**src/hdl/rcim_pkg.sv**
```systemverilog
package rcim_pkg;

  localparam int STICK_BITS_DEF = 12;
  localparam int RANGE_BITS     = 12;
  localparam int DEADBAND_BITS  = 15;
  localparam int GAIN_BITS      = 24;
  localparam int GAIN_FRAC      = 8;
  localparam int MOUSE_BITS     = 16;
  localparam int Q_BITS         = 15;
  localparam int AXIS_BITS      = Q_BITS + 1;
  localparam int NUM_LANES      = 5;
  localparam int QUEUE_DEPTH    = 2;
  localparam int APB_ADDR_BITS  = 4;
  localparam int APB_DATA_BITS  = 32;

  localparam int LANE_LEFT_X  = 0;
  localparam int LANE_LEFT_Y  = 1;
  localparam int LANE_RIGHT_X = 2;
  localparam int LANE_RIGHT_Y = 3;
  localparam int LANE_WHEEL   = 4;

  localparam logic [RANGE_BITS-1:0]    RANGE_RST    = RANGE_BITS'(660);
  localparam logic [DEADBAND_BITS-1:0] DEADBAND_RST = DEADBAND_BITS'(1638);
  localparam logic [AXIS_BITS-1:0]     FULL_Q15     = AXIS_BITS'(32767);

  typedef enum logic [1:0] {
    REG_STICK_RANGE      = 2'd0,
    REG_DEADBAND         = 2'd1,
    REG_MOUSE_YAW_GAIN   = 2'd2,
    REG_MOUSE_PITCH_GAIN = 2'd3
  } reg_idx_e;

  typedef enum logic [1:0] {
    SW_UNKNOWN = 2'd0,
    SW_UP      = 2'd1,
    SW_MIDDLE  = 2'd2,
    SW_DOWN    = 2'd3
  } switch_e;

  typedef enum logic [1:0] {
    MODE_NONE   = 2'd0,
    MODE_MANUAL = 2'd1,
    MODE_AUTO   = 2'd2,
    MODE_SAFE   = 2'd3
  } mode_e;

  typedef enum logic [1:0] {
    KIND_OFFLINE  = 2'd0,
    KIND_INVALID  = 2'd1,
    KIND_REMOTE   = 2'd2,
    KIND_KEYBOARD = 2'd3
  } kind_e;

  typedef enum logic {
    SRC_REMOTE   = 1'b0,
    SRC_KEYBOARD = 1'b1
  } source_e;

  typedef enum logic [2:0] {
    BK_IDLE = 3'd0,
    BK_DIV1 = 3'd1,
    BK_MID  = 3'd2,
    BK_DIV2 = 3'd3,
    BK_FIN  = 3'd4
  } back_state_e;

  typedef struct packed {
    kind_e                         kind;
    mode_e                         mode;
    logic [3:0]                    keys;
    logic signed [MOUSE_BITS-1:0]  mouse_dx;
    logic signed [MOUSE_BITS-1:0]  mouse_dy;
    logic [1:0]                    buttons;
  } cmd_t;

  typedef struct packed {
    logic load;
    logic step;
    logic phase2;
    logic mid;
  } lane_ctl_t;

endpackage

```
**src/hdl/rcim_front.sv**
```systemverilog
module rcim_front #(
  parameter int STICK_BITS = rcim_pkg::STICK_BITS_DEF
) (
  input  logic                                       start_i,
  input  logic                                       full_i,
  input  logic                                       link_live_i,
  input  logic [1:0]                                 left_switch_i,
  input  logic [1:0]                                 right_switch_i,
  input  logic signed [STICK_BITS-1:0]               left_stick_x_i,
  input  logic signed [STICK_BITS-1:0]               left_stick_y_i,
  input  logic signed [STICK_BITS-1:0]               right_stick_x_i,
  input  logic signed [STICK_BITS-1:0]               right_stick_y_i,
  input  logic signed [STICK_BITS-1:0]               wheel_value_i,
  input  logic [15:0]                                key_bits_i,
  input  logic signed [rcim_pkg::MOUSE_BITS-1:0]     mouse_dx_i,
  input  logic signed [rcim_pkg::MOUSE_BITS-1:0]     mouse_dy_i,
  input  logic [1:0]                                 mouse_buttons_i,
  output logic                                       busy_o,
  output logic                                       push_o,
  output rcim_pkg::cmd_t                             cmd_o,
  output logic [rcim_pkg::NUM_LANES*STICK_BITS-1:0]  sticks_o
);

  rcim_pkg::switch_e ls;
  rcim_pkg::switch_e rs;

  assign ls     = rcim_pkg::switch_e'(left_switch_i);
  assign rs     = rcim_pkg::switch_e'(right_switch_i);
  assign busy_o = full_i;
  assign push_o = start_i && !full_i;

  always_comb begin
    cmd_o.keys     = key_bits_i[3:0];
    cmd_o.mouse_dx = mouse_dx_i;
    cmd_o.mouse_dy = mouse_dy_i;
    cmd_o.buttons  = mouse_buttons_i;
    cmd_o.mode     = rcim_pkg::MODE_NONE;
    if (!link_live_i) begin
      cmd_o.kind = rcim_pkg::KIND_OFFLINE;
    end else if (ls == rcim_pkg::SW_UNKNOWN || rs == rcim_pkg::SW_UNKNOWN) begin
      cmd_o.kind = rcim_pkg::KIND_INVALID;
    end else begin
      cmd_o.kind = (rs == rcim_pkg::SW_UP) ? rcim_pkg::KIND_KEYBOARD
                                           : rcim_pkg::KIND_REMOTE;
      case (ls)
        rcim_pkg::SW_MIDDLE: cmd_o.mode = rcim_pkg::MODE_MANUAL;
        rcim_pkg::SW_UP:     cmd_o.mode = rcim_pkg::MODE_AUTO;
        default:             cmd_o.mode = rcim_pkg::MODE_SAFE;
      endcase
    end
  end

  always_comb begin
    sticks_o = '0;
    sticks_o[rcim_pkg::LANE_LEFT_X*STICK_BITS +: STICK_BITS]  = left_stick_x_i;
    sticks_o[rcim_pkg::LANE_LEFT_Y*STICK_BITS +: STICK_BITS]  = left_stick_y_i;
    sticks_o[rcim_pkg::LANE_RIGHT_X*STICK_BITS +: STICK_BITS] = right_stick_x_i;
    sticks_o[rcim_pkg::LANE_RIGHT_Y*STICK_BITS +: STICK_BITS] = right_stick_y_i;
    sticks_o[rcim_pkg::LANE_WHEEL*STICK_BITS +: STICK_BITS]   = wheel_value_i;
  end

endmodule

```
**src/hdl/rcim_queue.sv**
```systemverilog
module rcim_queue #(
  parameter int WIDTH = 8
) (
  input  logic             clk_i,
  input  logic             rst_ni,
  input  logic             push_i,
  input  logic [WIDTH-1:0] data_i,
  input  logic             pop_i,
  output logic [WIDTH-1:0] data_o,
  output logic             empty_o,
  output logic             full_o
);

  localparam int DEPTH = rcim_pkg::QUEUE_DEPTH;
  localparam int PTR_W = (DEPTH > 1) ? $clog2(DEPTH) : 1;
  localparam int CNT_W = $clog2(DEPTH + 1);

  logic [WIDTH-1:0] mem_q [DEPTH];
  logic [PTR_W-1:0] wr_ptr_q, wr_ptr_d;
  logic [PTR_W-1:0] rd_ptr_q, rd_ptr_d;
  logic [CNT_W-1:0] count_q, count_d;

  assign empty_o = (count_q == '0);
  assign full_o  = (count_q == CNT_W'(DEPTH));
  assign data_o  = mem_q[rd_ptr_q];

  always_comb begin
    wr_ptr_d = wr_ptr_q;
    rd_ptr_d = rd_ptr_q;
    count_d  = count_q;
    if (push_i) begin
      wr_ptr_d = (wr_ptr_q == PTR_W'(DEPTH - 1)) ? '0 : wr_ptr_q + 1'b1;
    end
    if (pop_i) begin
      rd_ptr_d = (rd_ptr_q == PTR_W'(DEPTH - 1)) ? '0 : rd_ptr_q + 1'b1;
    end
    if (push_i && !pop_i) begin
      count_d = count_q + 1'b1;
    end else if (pop_i && !push_i) begin
      count_d = count_q - 1'b1;
    end
  end

  always_ff @(posedge clk_i or negedge rst_ni) begin
    if (!rst_ni) begin
      wr_ptr_q <= '0;
      rd_ptr_q <= '0;
      count_q  <= '0;
    end else begin
      wr_ptr_q <= wr_ptr_d;
      rd_ptr_q <= rd_ptr_d;
      count_q  <= count_d;
    end
  end

  always_ff @(posedge clk_i) begin
    if (push_i) begin
      mem_q[wr_ptr_q] <= data_i;
    end
  end

endmodule

```
**src/hdl/rcim_lane.sv**
```systemverilog
module rcim_lane #(
  parameter int STICK_BITS = rcim_pkg::STICK_BITS_DEF
) (
  input  logic                                     clk_i,
  input  rcim_pkg::lane_ctl_t                      ctl_i,
  input  logic signed [STICK_BITS-1:0]             raw_i,
  input  logic [rcim_pkg::RANGE_BITS-1:0]          range_i,
  input  logic [rcim_pkg::DEADBAND_BITS-1:0]       deadband_i,
  output logic [rcim_pkg::AXIS_BITS-1:0]           value_o
);

  localparam int QB   = rcim_pkg::Q_BITS;
  localparam int AW   = rcim_pkg::AXIS_BITS;
  localparam int NW   = 2 * QB + 1;
  localparam int CMPW = ((STICK_BITS > rcim_pkg::RANGE_BITS) ? STICK_BITS
                                                              : rcim_pkg::RANGE_BITS) + 1;
  localparam logic [AW-1:0] ONE_Q15 = AW'(1) << QB;

  logic [STICK_BITS-1:0] raw_u;
  logic [STICK_BITS-1:0] mag;
  logic                  neg;
  logic                  sat;
  logic [AW-1:0]         span;
  logic [AW-1:0]         divisor;
  logic [AW-1:0]         trial;
  logic                  ge;
  logic [AW-1:0]         f_val;
  logic [AW-1:0]         diff;
  logic [NW-1:0]         numer;

  logic                  neg_q;
  logic                  sat_q;
  logic                  zero_q;
  logic [AW-1:0]         rem_q;
  logic [QB-1:0]         low_q;
  logic [QB-1:0]         quo_q;

  assign raw_u   = raw_i;
  assign neg     = raw_i[STICK_BITS-1];
  assign mag     = neg ? STICK_BITS'(~raw_u + 1'b1) : raw_u;
  assign sat     = CMPW'(mag) >= CMPW'(range_i);
  assign span    = ONE_Q15 - AW'(deadband_i);
  assign divisor = ctl_i.phase2 ? span : AW'(range_i);
  assign trial   = {rem_q[AW-2:0], ctl_i.phase2 ? low_q[QB-1] : 1'b0};
  assign ge      = trial >= divisor;
  assign f_val   = sat_q ? ONE_Q15 : {1'b0, quo_q};
  assign diff    = f_val - AW'(deadband_i);
  assign numer   = (NW'({diff, {QB{1'b0}}}) - NW'(diff)) + NW'(span >> 1);

  always_ff @(posedge clk_i) begin
    if (ctl_i.load) begin
      neg_q <= neg;
      sat_q <= sat;
      rem_q <= AW'(mag);
      quo_q <= '0;
      low_q <= '0;
    end else if (ctl_i.step) begin
      rem_q <= ge ? trial - divisor : trial;
      quo_q <= {quo_q[QB-2:0], ge};
      low_q <= {low_q[QB-2:0], 1'b0};
    end else if (ctl_i.mid) begin
      zero_q <= f_val <= AW'(deadband_i);
      rem_q  <= AW'(numer[NW-2:QB]);
      low_q  <= numer[QB-1:0];
      quo_q  <= '0;
    end
  end

  assign value_o = zero_q ? '0 : (neg_q ? AW'(-{1'b0, quo_q}) : {1'b0, quo_q});

endmodule

```
**src/hdl/rcim_back.sv**
```systemverilog
module rcim_back #(
  parameter int STICK_BITS = rcim_pkg::STICK_BITS_DEF
) (
  input  logic                                       clk_i,
  input  logic                                       rst_ni,
  input  logic                                       empty_i,
  input  rcim_pkg::cmd_t                             cmd_i,
  input  logic [rcim_pkg::NUM_LANES*STICK_BITS-1:0]  sticks_i,
  output logic                                       pop_o,
  input  logic [rcim_pkg::RANGE_BITS-1:0]            range_i,
  input  logic [rcim_pkg::DEADBAND_BITS-1:0]         deadband_i,
  input  logic signed [rcim_pkg::GAIN_BITS-1:0]      yaw_gain_i,
  input  logic signed [rcim_pkg::GAIN_BITS-1:0]      pitch_gain_i,
  output logic                                       result_valid_o,
  output logic                                       status_o,
  output logic [1:0]                                 mode_o,
  output logic                                       source_o,
  output logic signed [rcim_pkg::AXIS_BITS-1:0]      chassis_forward_o,
  output logic signed [rcim_pkg::AXIS_BITS-1:0]      chassis_lateral_o,
  output logic signed [rcim_pkg::AXIS_BITS-1:0]      chassis_turn_o,
  output logic signed [rcim_pkg::AXIS_BITS-1:0]      gimbal_yaw_o,
  output logic signed [rcim_pkg::AXIS_BITS-1:0]      gimbal_pitch_o,
  output logic                                       friction_request_o,
  output logic                                       fire_request_o
);

  localparam int AW    = rcim_pkg::AXIS_BITS;
  localparam int QB    = rcim_pkg::Q_BITS;
  localparam int PRODW = rcim_pkg::MOUSE_BITS + rcim_pkg::GAIN_BITS;
  localparam int SHW   = PRODW - rcim_pkg::GAIN_FRAC;
  localparam int CNT_W = $clog2(QB);

  function automatic logic [AW-1:0] mouse_q15(input logic signed [PRODW-1:0] prod);
    logic [PRODW-1:0] mag;
    logic [PRODW-1:0] rnd;
    logic [SHW-1:0]   sh;
    logic [QB-1:0]    q;
    mag = prod[PRODW-1] ? PRODW'(-prod) : prod;
    rnd = mag + (PRODW'(1) << (rcim_pkg::GAIN_FRAC - 1));
    sh  = rnd[PRODW-1:rcim_pkg::GAIN_FRAC];
    q   = (sh > SHW'(rcim_pkg::FULL_Q15)) ? rcim_pkg::FULL_Q15[QB-1:0] : sh[QB-1:0];
    return prod[PRODW-1] ? {1'b0, q} : AW'(-{1'b0, q});
  endfunction

  function automatic logic [AW-1:0] key_axis(input logic plus, input logic minus);
    logic [AW-1:0] r;
    r = '0;
    if (plus && !minus) begin
      r = rcim_pkg::FULL_Q15;
    end else if (minus && !plus) begin
      r = AW'(-rcim_pkg::FULL_Q15);
    end
    return r;
  endfunction

  rcim_pkg::back_state_e state_q, state_d;
  logic [CNT_W-1:0]      cnt_q, cnt_d;
  rcim_pkg::cmd_t        cmd_q;
  logic signed [PRODW-1:0] prod_yaw_q;
  logic signed [PRODW-1:0] prod_pitch_q;
  rcim_pkg::lane_ctl_t   lane_ctl;
  logic [AW-1:0]         lane_val [rcim_pkg::NUM_LANES];
  logic                  cnt_last;
  logic                  valid_q;

  assign cnt_last = (cnt_q == CNT_W'(QB - 1));

  always_comb begin
    state_d = state_q;
    case (state_q)
      rcim_pkg::BK_IDLE, rcim_pkg::BK_FIN: begin
        if (!empty_i) begin
          state_d = (cmd_i.kind == rcim_pkg::KIND_REMOTE) ? rcim_pkg::BK_DIV1
                                                          : rcim_pkg::BK_FIN;
        end else begin
          state_d = rcim_pkg::BK_IDLE;
        end
      end
      rcim_pkg::BK_DIV1: if (cnt_last) state_d = rcim_pkg::BK_MID;
      rcim_pkg::BK_MID:  state_d = rcim_pkg::BK_DIV2;
      rcim_pkg::BK_DIV2: if (cnt_last) state_d = rcim_pkg::BK_FIN;
      default:           state_d = rcim_pkg::BK_IDLE;
    endcase
  end

  always_comb begin
    pop_o           = 1'b0;
    lane_ctl        = '0;
    cnt_d           = '0;
    case (state_q)
      rcim_pkg::BK_IDLE, rcim_pkg::BK_FIN: begin
        pop_o         = !empty_i;
        lane_ctl.load = !empty_i;
      end
      rcim_pkg::BK_DIV1: begin
        lane_ctl.step = 1'b1;
        cnt_d         = cnt_last ? '0 : cnt_q + 1'b1;
      end
      rcim_pkg::BK_MID: begin
        lane_ctl.mid = 1'b1;
      end
      rcim_pkg::BK_DIV2: begin
        lane_ctl.step   = 1'b1;
        lane_ctl.phase2 = 1'b1;
        cnt_d           = cnt_last ? '0 : cnt_q + 1'b1;
      end
      default: begin
        pop_o = 1'b0;
      end
    endcase
  end

  always_ff @(posedge clk_i or negedge rst_ni) begin
    if (!rst_ni) begin
      state_q <= rcim_pkg::BK_IDLE;
      cnt_q   <= '0;
      valid_q <= 1'b0;
    end else begin
      state_q <= state_d;
      cnt_q   <= cnt_d;
      valid_q <= (state_q == rcim_pkg::BK_FIN);
    end
  end

  for (genvar g = 0; g < rcim_pkg::NUM_LANES; g++) begin : g_lane
    rcim_lane #(
      .STICK_BITS(STICK_BITS)
    ) u_lane (
      .clk_i      (clk_i),
      .ctl_i      (lane_ctl),
      .raw_i      (sticks_i[g*STICK_BITS +: STICK_BITS]),
      .range_i    (range_i),
      .deadband_i (deadband_i),
      .value_o    (lane_val[g])
    );
  end

  always_ff @(posedge clk_i) begin
    if (pop_o) begin
      cmd_q        <= cmd_i;
      prod_yaw_q   <= cmd_i.mouse_dx * yaw_gain_i;
      prod_pitch_q <= cmd_i.mouse_dy * pitch_gain_i;
    end
  end

  always_ff @(posedge clk_i) begin
    if (state_q == rcim_pkg::BK_FIN) begin
      status_o           <= 1'b0;
      mode_o             <= cmd_q.mode;
      source_o           <= rcim_pkg::SRC_REMOTE;
      chassis_forward_o  <= '0;
      chassis_lateral_o  <= '0;
      chassis_turn_o     <= '0;
      gimbal_yaw_o       <= '0;
      gimbal_pitch_o     <= '0;
      friction_request_o <= 1'b0;
      fire_request_o     <= 1'b0;
      case (cmd_q.kind)
        rcim_pkg::KIND_INVALID: begin
          status_o <= 1'b1;
          mode_o   <= rcim_pkg::MODE_NONE;
        end
        rcim_pkg::KIND_REMOTE: begin
          chassis_forward_o <= lane_val[rcim_pkg::LANE_LEFT_Y];
          chassis_lateral_o <= AW'(-lane_val[rcim_pkg::LANE_LEFT_X]);
          chassis_turn_o    <= lane_val[rcim_pkg::LANE_WHEEL];
          gimbal_yaw_o      <= AW'(-lane_val[rcim_pkg::LANE_RIGHT_X]);
          gimbal_pitch_o    <= lane_val[rcim_pkg::LANE_RIGHT_Y];
        end
        rcim_pkg::KIND_KEYBOARD: begin
          source_o           <= rcim_pkg::SRC_KEYBOARD;
          chassis_forward_o  <= key_axis(cmd_q.keys[0], cmd_q.keys[1]);
          chassis_lateral_o  <= key_axis(cmd_q.keys[2], cmd_q.keys[3]);
          gimbal_yaw_o       <= mouse_q15(prod_yaw_q);
          gimbal_pitch_o     <= mouse_q15(prod_pitch_q);
          friction_request_o <= cmd_q.buttons[1];
          fire_request_o     <= cmd_q.buttons[0];
        end
        default: begin
          mode_o <= rcim_pkg::MODE_NONE;
        end
      endcase
    end
  end

  assign result_valid_o = valid_q;

endmodule

```
**src/hdl/remote_control_intent_mapper.sv**
```systemverilog
// Maps one remote-control frame to one operator intent (mode, source, five
// Q1.15 axis requests, shooter requests). A frame is taken when start is high
// and busy is low; it lands in a two-entry queue, so busy rises only when both
// entries are waiting. Offline, invalid and keyboard frames leave the queue as
// soon as the back end is idle or in its output state, go straight to that
// output state and raise result_valid_o from a register. The back end takes a
// new frame in its output state, so these frames sustain one frame per cycle
// while no stick frame holds the back end. For a stick frame, every stick lane
// runs a 15-step restoring division by the stick range register, a setup
// state, then a 15-step division by the deadband span, then the output state.
// Each result is flagged by result_valid_o for one cycle only and cannot be
// held off. Write the registers over APB only while no frame is in flight.
module remote_control_intent_mapper #(
  parameter int STICK_BITS = rcim_pkg::STICK_BITS_DEF
) (
  input  logic                                    clk_i,
  input  logic                                    rst_ni,
  input  logic                                    psel,
  input  logic                                    penable,
  input  logic                                    pwrite,
  input  logic [rcim_pkg::APB_ADDR_BITS-1:0]      paddr,
  input  logic [rcim_pkg::APB_DATA_BITS-1:0]      pwdata,
  output logic [rcim_pkg::APB_DATA_BITS-1:0]      prdata,
  output logic                                    pready,
  input  logic                                    start,
  output logic                                    busy,
  input  logic                                    link_live_i,
  input  logic [1:0]                              left_switch_i,
  input  logic [1:0]                              right_switch_i,
  input  logic signed [STICK_BITS-1:0]            left_stick_x_i,
  input  logic signed [STICK_BITS-1:0]            left_stick_y_i,
  input  logic signed [STICK_BITS-1:0]            right_stick_x_i,
  input  logic signed [STICK_BITS-1:0]            right_stick_y_i,
  input  logic signed [STICK_BITS-1:0]            wheel_value_i,
  input  logic [15:0]                             key_bits_i,
  input  logic signed [rcim_pkg::MOUSE_BITS-1:0]  mouse_dx_i,
  input  logic signed [rcim_pkg::MOUSE_BITS-1:0]  mouse_dy_i,
  input  logic [1:0]                              mouse_buttons_i,
  output logic                                    result_valid_o,
  output logic                                    status_o,
  output logic [1:0]                              mode_o,
  output logic                                    source_o,
  output logic signed [rcim_pkg::AXIS_BITS-1:0]   chassis_forward_o,
  output logic signed [rcim_pkg::AXIS_BITS-1:0]   chassis_lateral_o,
  output logic signed [rcim_pkg::AXIS_BITS-1:0]   chassis_turn_o,
  output logic signed [rcim_pkg::AXIS_BITS-1:0]   gimbal_yaw_o,
  output logic signed [rcim_pkg::AXIS_BITS-1:0]   gimbal_pitch_o,
  output logic                                    friction_request_o,
  output logic                                    fire_request_o
);

  localparam int DW     = rcim_pkg::APB_DATA_BITS;
  localparam int STK_W  = rcim_pkg::NUM_LANES * STICK_BITS;
  localparam int CMD_W  = $bits(rcim_pkg::cmd_t);
  localparam int ENTRY_W = CMD_W + STK_W;

  logic [rcim_pkg::RANGE_BITS-1:0]        range_q;
  logic [rcim_pkg::DEADBAND_BITS-1:0]     deadband_q;
  logic signed [rcim_pkg::GAIN_BITS-1:0]  yaw_gain_q;
  logic signed [rcim_pkg::GAIN_BITS-1:0]  pitch_gain_q;
  logic [rcim_pkg::RANGE_BITS-1:0]        range_eff;
  rcim_pkg::reg_idx_e                     reg_idx;
  logic                                   wr_en;

  rcim_pkg::cmd_t    front_cmd;
  rcim_pkg::cmd_t    head_cmd;
  logic [STK_W-1:0]  front_sticks;
  logic [STK_W-1:0]  head_sticks;
  logic [ENTRY_W-1:0] head_entry;
  logic              push;
  logic              pop;
  logic              q_empty;
  logic              q_full;

  assign pready    = 1'b1;
  assign reg_idx   = rcim_pkg::reg_idx_e'(paddr[3:2]);
  assign wr_en     = psel && penable && pwrite && pready;
  assign range_eff = (range_q == '0) ? rcim_pkg::RANGE_BITS'(1) : range_q;

  always_ff @(posedge clk_i or negedge rst_ni) begin
    if (!rst_ni) begin
      range_q      <= rcim_pkg::RANGE_RST;
      deadband_q   <= rcim_pkg::DEADBAND_RST;
      yaw_gain_q   <= '0;
      pitch_gain_q <= '0;
    end else if (wr_en) begin
      case (reg_idx)
        rcim_pkg::REG_STICK_RANGE:      range_q      <= pwdata[rcim_pkg::RANGE_BITS-1:0];
        rcim_pkg::REG_DEADBAND:         deadband_q   <= pwdata[rcim_pkg::DEADBAND_BITS-1:0];
        rcim_pkg::REG_MOUSE_YAW_GAIN:   yaw_gain_q   <= pwdata[rcim_pkg::GAIN_BITS-1:0];
        rcim_pkg::REG_MOUSE_PITCH_GAIN: pitch_gain_q <= pwdata[rcim_pkg::GAIN_BITS-1:0];
        default: ;
      endcase
    end
  end

  always_comb begin
    case (reg_idx)
      rcim_pkg::REG_STICK_RANGE:      prdata = DW'(range_q);
      rcim_pkg::REG_DEADBAND:         prdata = DW'(deadband_q);
      rcim_pkg::REG_MOUSE_YAW_GAIN:   prdata = DW'(yaw_gain_q);
      rcim_pkg::REG_MOUSE_PITCH_GAIN: prdata = DW'(pitch_gain_q);
      default:                        prdata = '0;
    endcase
  end

  rcim_front #(
    .STICK_BITS(STICK_BITS)
  ) u_front (
    .start_i         (start),
    .full_i          (q_full),
    .link_live_i     (link_live_i),
    .left_switch_i   (left_switch_i),
    .right_switch_i  (right_switch_i),
    .left_stick_x_i  (left_stick_x_i),
    .left_stick_y_i  (left_stick_y_i),
    .right_stick_x_i (right_stick_x_i),
    .right_stick_y_i (right_stick_y_i),
    .wheel_value_i   (wheel_value_i),
    .key_bits_i      (key_bits_i),
    .mouse_dx_i      (mouse_dx_i),
    .mouse_dy_i      (mouse_dy_i),
    .mouse_buttons_i (mouse_buttons_i),
    .busy_o          (busy),
    .push_o          (push),
    .cmd_o           (front_cmd),
    .sticks_o        (front_sticks)
  );

  rcim_queue #(
    .WIDTH(ENTRY_W)
  ) u_queue (
    .clk_i   (clk_i),
    .rst_ni  (rst_ni),
    .push_i  (push),
    .data_i  ({front_cmd, front_sticks}),
    .pop_i   (pop),
    .data_o  (head_entry),
    .empty_o (q_empty),
    .full_o  (q_full)
  );

  assign head_cmd    = head_entry[ENTRY_W-1:STK_W];
  assign head_sticks = head_entry[STK_W-1:0];

  rcim_back #(
    .STICK_BITS(STICK_BITS)
  ) u_back (
    .clk_i              (clk_i),
    .rst_ni             (rst_ni),
    .empty_i            (q_empty),
    .cmd_i              (head_cmd),
    .sticks_i           (head_sticks),
    .pop_o              (pop),
    .range_i            (range_eff),
    .deadband_i         (deadband_q),
    .yaw_gain_i         (yaw_gain_q),
    .pitch_gain_i       (pitch_gain_q),
    .result_valid_o     (result_valid_o),
    .status_o           (status_o),
    .mode_o             (mode_o),
    .source_o           (source_o),
    .chassis_forward_o  (chassis_forward_o),
    .chassis_lateral_o  (chassis_lateral_o),
    .chassis_turn_o     (chassis_turn_o),
    .gimbal_yaw_o       (gimbal_yaw_o),
    .gimbal_pitch_o     (gimbal_pitch_o),
    .friction_request_o (friction_request_o),
    .fire_request_o     (fire_request_o)
  );

endmodule

```
**config.mk**
```make
export PLATFORM = sky130hd
export DESIGN_NAME = remote_control_intent_mapper
export DESIGN_NICKNAME = d
export VERILOG_FILES = /design/src/hdl/rcim_pkg.sv /design/src/hdl/rcim_front.sv /design/src/hdl/rcim_queue.sv /design/src/hdl/rcim_lane.sv /design/src/hdl/rcim_back.sv /design/src/hdl/remote_control_intent_mapper.sv
export SDC_FILE = /design/constraint.sdc
export NUM_CORES = 2
export LEC_CHECK = 0
export BUFFER_PORTS_ARGS = -buffer_cell sky130_fd_sc_hd__buf_2
export CORE_MARGIN = 5
export CORE_UTILIZATION = 65
export DETAILED_ROUTE_END_ITERATION = 6
export PLACE_DENSITY = 0.81
export SLEW_MARGIN = 20
export SYNTH_ARGS = -nofsm -noshare
export SYNTH_HDL_FRONTEND = slang
export SYNTH_HIERARCHICAL = 1
export SYNTH_SLANG_ARGS = --single-unit
```
**constraint.sdc**
```tcl
create_clock -name clk_i -period 24.5 [get_ports clk_i]
set_clock_uncertainty 0.15 [all_clocks]
set_input_delay 3.675 -clock clk_i [delete_from_list [all_inputs] [get_ports clk_i]]
set_output_delay 3.675 -clock clk_i [all_outputs]
set_load 0.03 [all_outputs]
```
-- After elaboration in Yosys (flattened, before gate mapping)
Memory sizes are Yosys's and may differ from the RTL's.
Cells that the tools add are included.
- register bits: 503
- memory bits (writable): 204
- output and inout port bits: 121
- logic and storage cells: 299
- memories: 1
- $add $sub $neg: 44
- multipliers: 2
- magnitude comparators: 17
- equality and inequality tests: 18
- muxes and demuxes: 102
- bitwise operators: 9
- reduce and logical (&&, ||, !) cells: 39
- memories (memory ; words ; width ; read ports ; clocked after Yosys merged registers in ; write ports ; line ; RTL):
    u_queue.mem_q ; 2 ; 102 ; 1 ; 0 ; 1 ; rcim_queue.sv:18 ; logic [WIDTH-1:0] mem_q [DEPTH];
- operators with widths (cell ; count):
    $mux W15 ; 34
    $mux W16 ; 20
    $add A30 B15 Y30 ; 5
    $sub A30 B16 Y30 ; 5
    $mux W12 ; 11
    $pmux W16 S2 ; 4
    $pmux W32 S4 ; 1
    $neg A15 Y16 ; 7
    $add A40 B8 Y40 const B ; 2
    $ge A16 B16 Y1 ; 5
    $le A16 B15 Y1 ; 5
    $mul A16 B24 Y40 ; 2
    $mux W40 ; 2
    $neg A40 Y40 ; 2
    $sub A16 B15 Y16 ; 5
    $sub A15 B15 Y15 ; 5
    $gt A32 B15 Y1 const B ; 2
    $add A12 B1 Y12 const B ; 5
    $ge A12 B12 Y1 ; 5
    $not A12 Y12 ; 5
    $neg A16 Y16 ; 2
    $mux W1 ; 16
    $sub A16 B15 Y16 const A ; 1
    $eq A2 B2 Y1 const B ; 7
    28 further kinds ; 73

-- Depth between registers and ports, before layout
- word-level depth: 8
- depth in mapped cells: 29
- mapped depth without buffers: 26

-- Cells and area by module
Netlist, hierarchy kept.
- modules (own cells, without submodules) (module ; times used ; cells an instance ; area each (um^2)):
    rcim_back ; 1 ; 4225 ; 38859.8
    rcim_lane at u_back.g_lane[0].u_lane ... ; 4 ; 805 ; 6097.1
    rcim_queue ; 1 ; 333 ; 7562.3
    rcim_lane at u_back.g_lane[4].u_lane ; 1 ; 768 ; 5915.7
    remote_control_intent_mapper ; 1 ; 230 ; 3618.5
    rcim_front ; 1 ; 106 ; 788.3

-- Least setup slack after synthesis
No wires, ideal clock.
- path type: reg-to-reg
- start point: reg u_back.state_q[0]
- end point: reg u_back.g_lane[0].u_lane.rem_q[0], enable pin
- setup time: 0.351 ns
- data arrival time: 11.805 ns
- slack: 12.194 ns
- stages on the path, launching flop included: 6
- buffers on the path: 0
- path through: dfrtp_1 > nor3_1 > clkinv_1 > nand2_1 > nor2_1 > inv_1
- word-level cells in the longest chain between the ends: 4
- elaborated cells on any way between the ends: 11
- ends and longest elaborated chain (element ; line ; RTL):
    start, declared ; rcim_back.sv:56 ; rcim_pkg::back_state_e state_q, state_d;
    start signal, assigned ; rcim_back.sv:115 ; state_q <= rcim_pkg::BK_IDLE;
    start signal, assigned ; rcim_back.sv:119 ; state_q <= state_d;
    $eq A3 B3 Y1 or $logic_not A3 Y1 (tied branches) ; -- ;
    $reduce_or A2 Y1 * ; -- ;
    $mux W1 * ; -- ;
    named net pop ; remote_control_intent_mapper.sv:71 ; logic pop;
    $reduce_bool A3 Y1 (no source line) * ; -- ;
    end signal, assigned ; rcim_lane.sv:54 ; rem_q <= AW'(mag);
    end signal, assigned ; rcim_lane.sv:58 ; rem_q <= ge ? trial - divisor : trial;
    end signal, assigned ; rcim_lane.sv:63 ; rem_q <= AW'(numer[NW-2:QB]);
    end, declared ; rcim_lane.sv:34 ; logic [AW-1:0] rem_q;
The timed path passes the listed nets; every way through them passes the cells marked *.
A chain may end at the register's enable or synchronous reset.

-- Final worst setup path
- start point: reg u_queue.rd_ptr_q
- end point: reg u_back.prod_yaw_q[38] (data pin)
- word-level cells in the longest chain between the ends: 2
- ends and longest elaborated chain (element ; line ; RTL):
    start, declared ; rcim_queue.sv:20 ; logic [PTR_W-1:0] rd_ptr_q, rd_ptr_d;
    start signal, assigned ; rcim_queue.sv:51 ; rd_ptr_q <= rd_ptr_d;
    $mem_v2 Z2 W102 ; -- ;
    named net head_entry[84] ; remote_control_intent_mapper.sv:69 ; logic [ENTRY_W-1:0] head_entry;
    $mul A16 B24 Y40 ; rcim_back.sv:141 ; prod_yaw_q <= cmd_i.mouse_dx * yaw_gain_i;
    end signal, assigned ; rcim_back.sv:141 ;
    end, declared ; rcim_back.sv:59 ; logic signed [PRODW-1:0] prod_yaw_q;
The timed path passes the listed nets, and every way through them passes these cells.

==> key figures <==
Timing
  • Achievable Freq: 108 MHz
  • Worst slew margin relative to its limit: 24.9%
  • Setup violators final: 0
  • RSZ-0062 raised after global routing: false
  • Min Tclk post-route: 9.24 ns
  • Final hold violation count: 0
  • Post-Route Setup TNS: 0 ns
  • Actual slew at the worst max-slew pin: 1.12 ns
  • Final count of pins violating max slew: 0
  • Final period utilization: 37.7%
  • Setup slack of the critical path after layout: 15.26 ns

Global routing
  • Total congestion overflow: 0
  • Via count of the first global-routing pass: 66300
  • Wire length of the first global-routing pass: 364000 um
  • Largest net degree at the start of global routing: 77
  • Number of antenna violations at the first check in global routing: 12
  • Total track usage: 34.9%

Routing
  • Number of vias after detailed routing: 66100
  • Routed wire length: 233000 um
  • Post-detailed-route wirelength per cell: 22.2 um
  • Router iterations before antenna repair: 6
  • Initial detailed-routing violation count: 5882
  • Detailed-route vias per instance: 6.28
  • Count of nets left with antenna violations after detail routing: 0
  • DRC errors left: 0

Clock tree
  • Hold buffer count at CTS: 0
  • Setup repair bufs after CTS: 0
  • # clock sinks: 707
  • Number of H-tree branching levels: 3
  • Number of gates resized after cts: 0
  • TritonCTS Buffers: 82
  • Maximum buffer depth of the clock tree: 3
  • Clock transition at path regs: 0.06 ns
  • Clock tree from TritonCTS: done
  • Clock Latency Late Sink: 0.71 ns
  • Clk root buf: clkbuf_16

Finish
  • Fraction of the core area covered by cells at the end of the flow: 69.0%
  • Most common library cell in the layout ignoring fill and taps: inv_1
  • Sequential cell area: 19200 sq um
  • Ratio of cells with drive above 1 in the final layout: 9.10%
  • Commonest cells after routing, fill and taps aside: inv_1, nand2_1, fa_1
  • Number of cells in the finished layout apart from fillers: 10500
  • Area growth from synthesis to final layout: 5.21%
  • Area taken by multi-input logic gates: 55400 sq um
  • Total of fill cells in the finished design: 9489
  • Final net count: 10300

Worst setup path
  • Data arrival time of the worst path: 9.53 ns
  • Cell with the largest stage delay on the worst path: mux2_2
  • Worst endpoint required time: 24.79 ns
  • Crit-path max FO: 52
  • Kind of critical path: register to register
  • Worst Setup End Kind: register
  • Longest individual stage delay on the worst path: 0.76 ns
  • Crit path buffers/inverters: 6
  • Family with the most delay on the worst path: adder cells
  • CP most frequent cell: fa_1
  • Worst setup SP type: register

Die
  • Die outline width: 363 um
  • Starting density of the core: 65.5%
  • Die Height: 363 um
  • Rows: 129
  • Core area: 124000 sq um
  • Boundary pin count: 278
  • Floorplan die area: 132000 sq um

Placed design
  • Placement-stage worst setup slack: 15.32 ns
  • RePlAce Congestion: 0.957
  • Port Buffers: 254
  • Post-detailed-placement half-perimeter wirelength: 176000 um
  • Placed cell count: 10400

Synthesis
  • Number of enable flip-flop cells after synthesis: 455
  • Post-synthesis sequential element count: 707
  • Yosys cell types: 117
  • Async S/R FF share, synth: 12.3%
  • Share of synthesized area occupied by flip-flops and latches: 23.6%
  • Top cell type by total area after synthesis: fa_1
  • Synth area leaders: fa_1, edfxtp_1, ha_1, inv_1, nand2_1
  • Synthesized net count: 10300
  • Synth Flop Type: edfxtp_1
  • Synthesized cell area: 81100 sq um
  • Gate count of the mapped netlist: 8882
  • Yosys top cell area share: 18.8%
  • Post-Synthesis Mean Instance Area: 9.13 sq um
  • Warning count from the yosys run: 6

Worst hold path
  • Hold Path Class: register to register

Status
  • Outcome: complete, no violations

Flow run
  • Count of max-cap constraint violations: 0
## layer usage
layer	part of all wire, %	GRT usage [%]
met5	0.011	0
met4	6.1	18.7
met3	9.4	7.72
met2	45	55.4
met1	39	45.0
## Yosys cell counts, drive strengths merged, types with 20 or more instances
cell    number
mux2i      146
o211ai      35
or3         88
a31oi       46
nor2b      157
nor2       609
a21o       121
mux2       195
or2         26
and2       333
nor4        71
a221oi      22
ha         524
o22ai       34
and3        39
nor3       153
fa         763
o21bai      34
nor3b       52
dfxtp      165
nand3      137
edfxtp     455
or4         36
xor2       178
buf        172
clkbuf     303
a21oi      386
o21a        61
xnor2      368
nand3b      20
inv       1134
nand4       58
o31ai       54
a211oi      88
nand2      905
a22o        84
nand2b      78
o21ai      311
dfrtp       77
## worst paths after layout
check                      cells past startpoint                              from  slack (ns)                          endpoint
max reg2reg                                   27                  u_queue/rd_ptr_q       15.26             u_back/prod_yaw_q[38]
min reg2reg                                    2  u_back/g_lane[2].u_lane/low_q[8]        0.29  u_back/g_lane[2].u_lane/low_q[9]
min                                            2  u_back/g_lane[2].u_lane/low_q[8]        0.29  u_back/g_lane[2].u_lane/low_q[9]
min in group asynchronous                      1                            rst_ni        2.70                 u_back/state_q[0]
max                                           27                  u_queue/rd_ptr_q       15.26             u_back/prod_yaw_q[38]
max in group asynchronous                      2                            rst_ni       20.14                  u_queue/rd_ptr_q
## cell families (layout without fill, tap and decap cells)
logic type               count (synthesis)  in the layout  share of synthesized area, %
AND/OR/NAND/NOR                       2815           2815                          17.3
buffers and inverters                 1615           1614                          8.20
AO/OA/AOI/OAI                         1552           1552                          13.1
adder cells (fa/ha/maj)               1293           1293                          27.0
flip-flops                             707            707                          23.6
XOR/XNOR                               546            546                          5.92
multiplexers                           353            353                          4.93
other                                    1              7                       0.00462
## cell type report
class | instances | share of cell area (%)
antenna | 6 | 0.0176
clock buffer | 101 | 2.60
clock inverter | 51 | 0.557
inverter | 1140 | 5.01
multi-input combinational | 6560 | 64.9
sequential | 707 | 22.4
tap | 1637 | 2.40
timing repair buffer | 322 | 2.09
## state kept, by name, indices dropped and copies added (netlist names), 15 cells and up
| register | cells |
|---|---|
| u_back/chassis_forward_o | 16 |
| u_queue/mem_q | 204 |
| u_back/chassis_turn_o | 16 |
| u_back/chassis_lateral_o | 16 |
| yaw_gain_q | 24 |
| u_back/gimbal_pitch_o | 16 |
| u_back/g_lane.u_lane/low_q | 75 |
| u_back/prod_yaw_q | 40 |
| u_back/g_lane.u_lane/quo_q | 75 |
| deadband_q | 15 |
| u_back/gimbal_yaw_o | 16 |
| pitch_gain_q | 24 |
| u_back/g_lane.u_lane/rem_q | 75 |
| u_back/prod_pitch_q | 40 |
## through the flow
step	instance area [sq um]	hold slack (ns)
final	85400	0.295
after CTS	85300	0.295
after global placement	82700	0.288
after floorplan	81100	0.276
after detailed placement	82700	0.294
after global routing	85400	0.322
## worst min-delay path, cell delays in order, from the launching register on
cell and delay (ns):
dfxtp_1 0.31, nand2_1 0.05, a21oi_1 0.05
Power is not shown: default switching activity piles up to over one toggle a cycle in this logic, so the estimate is an artifact.
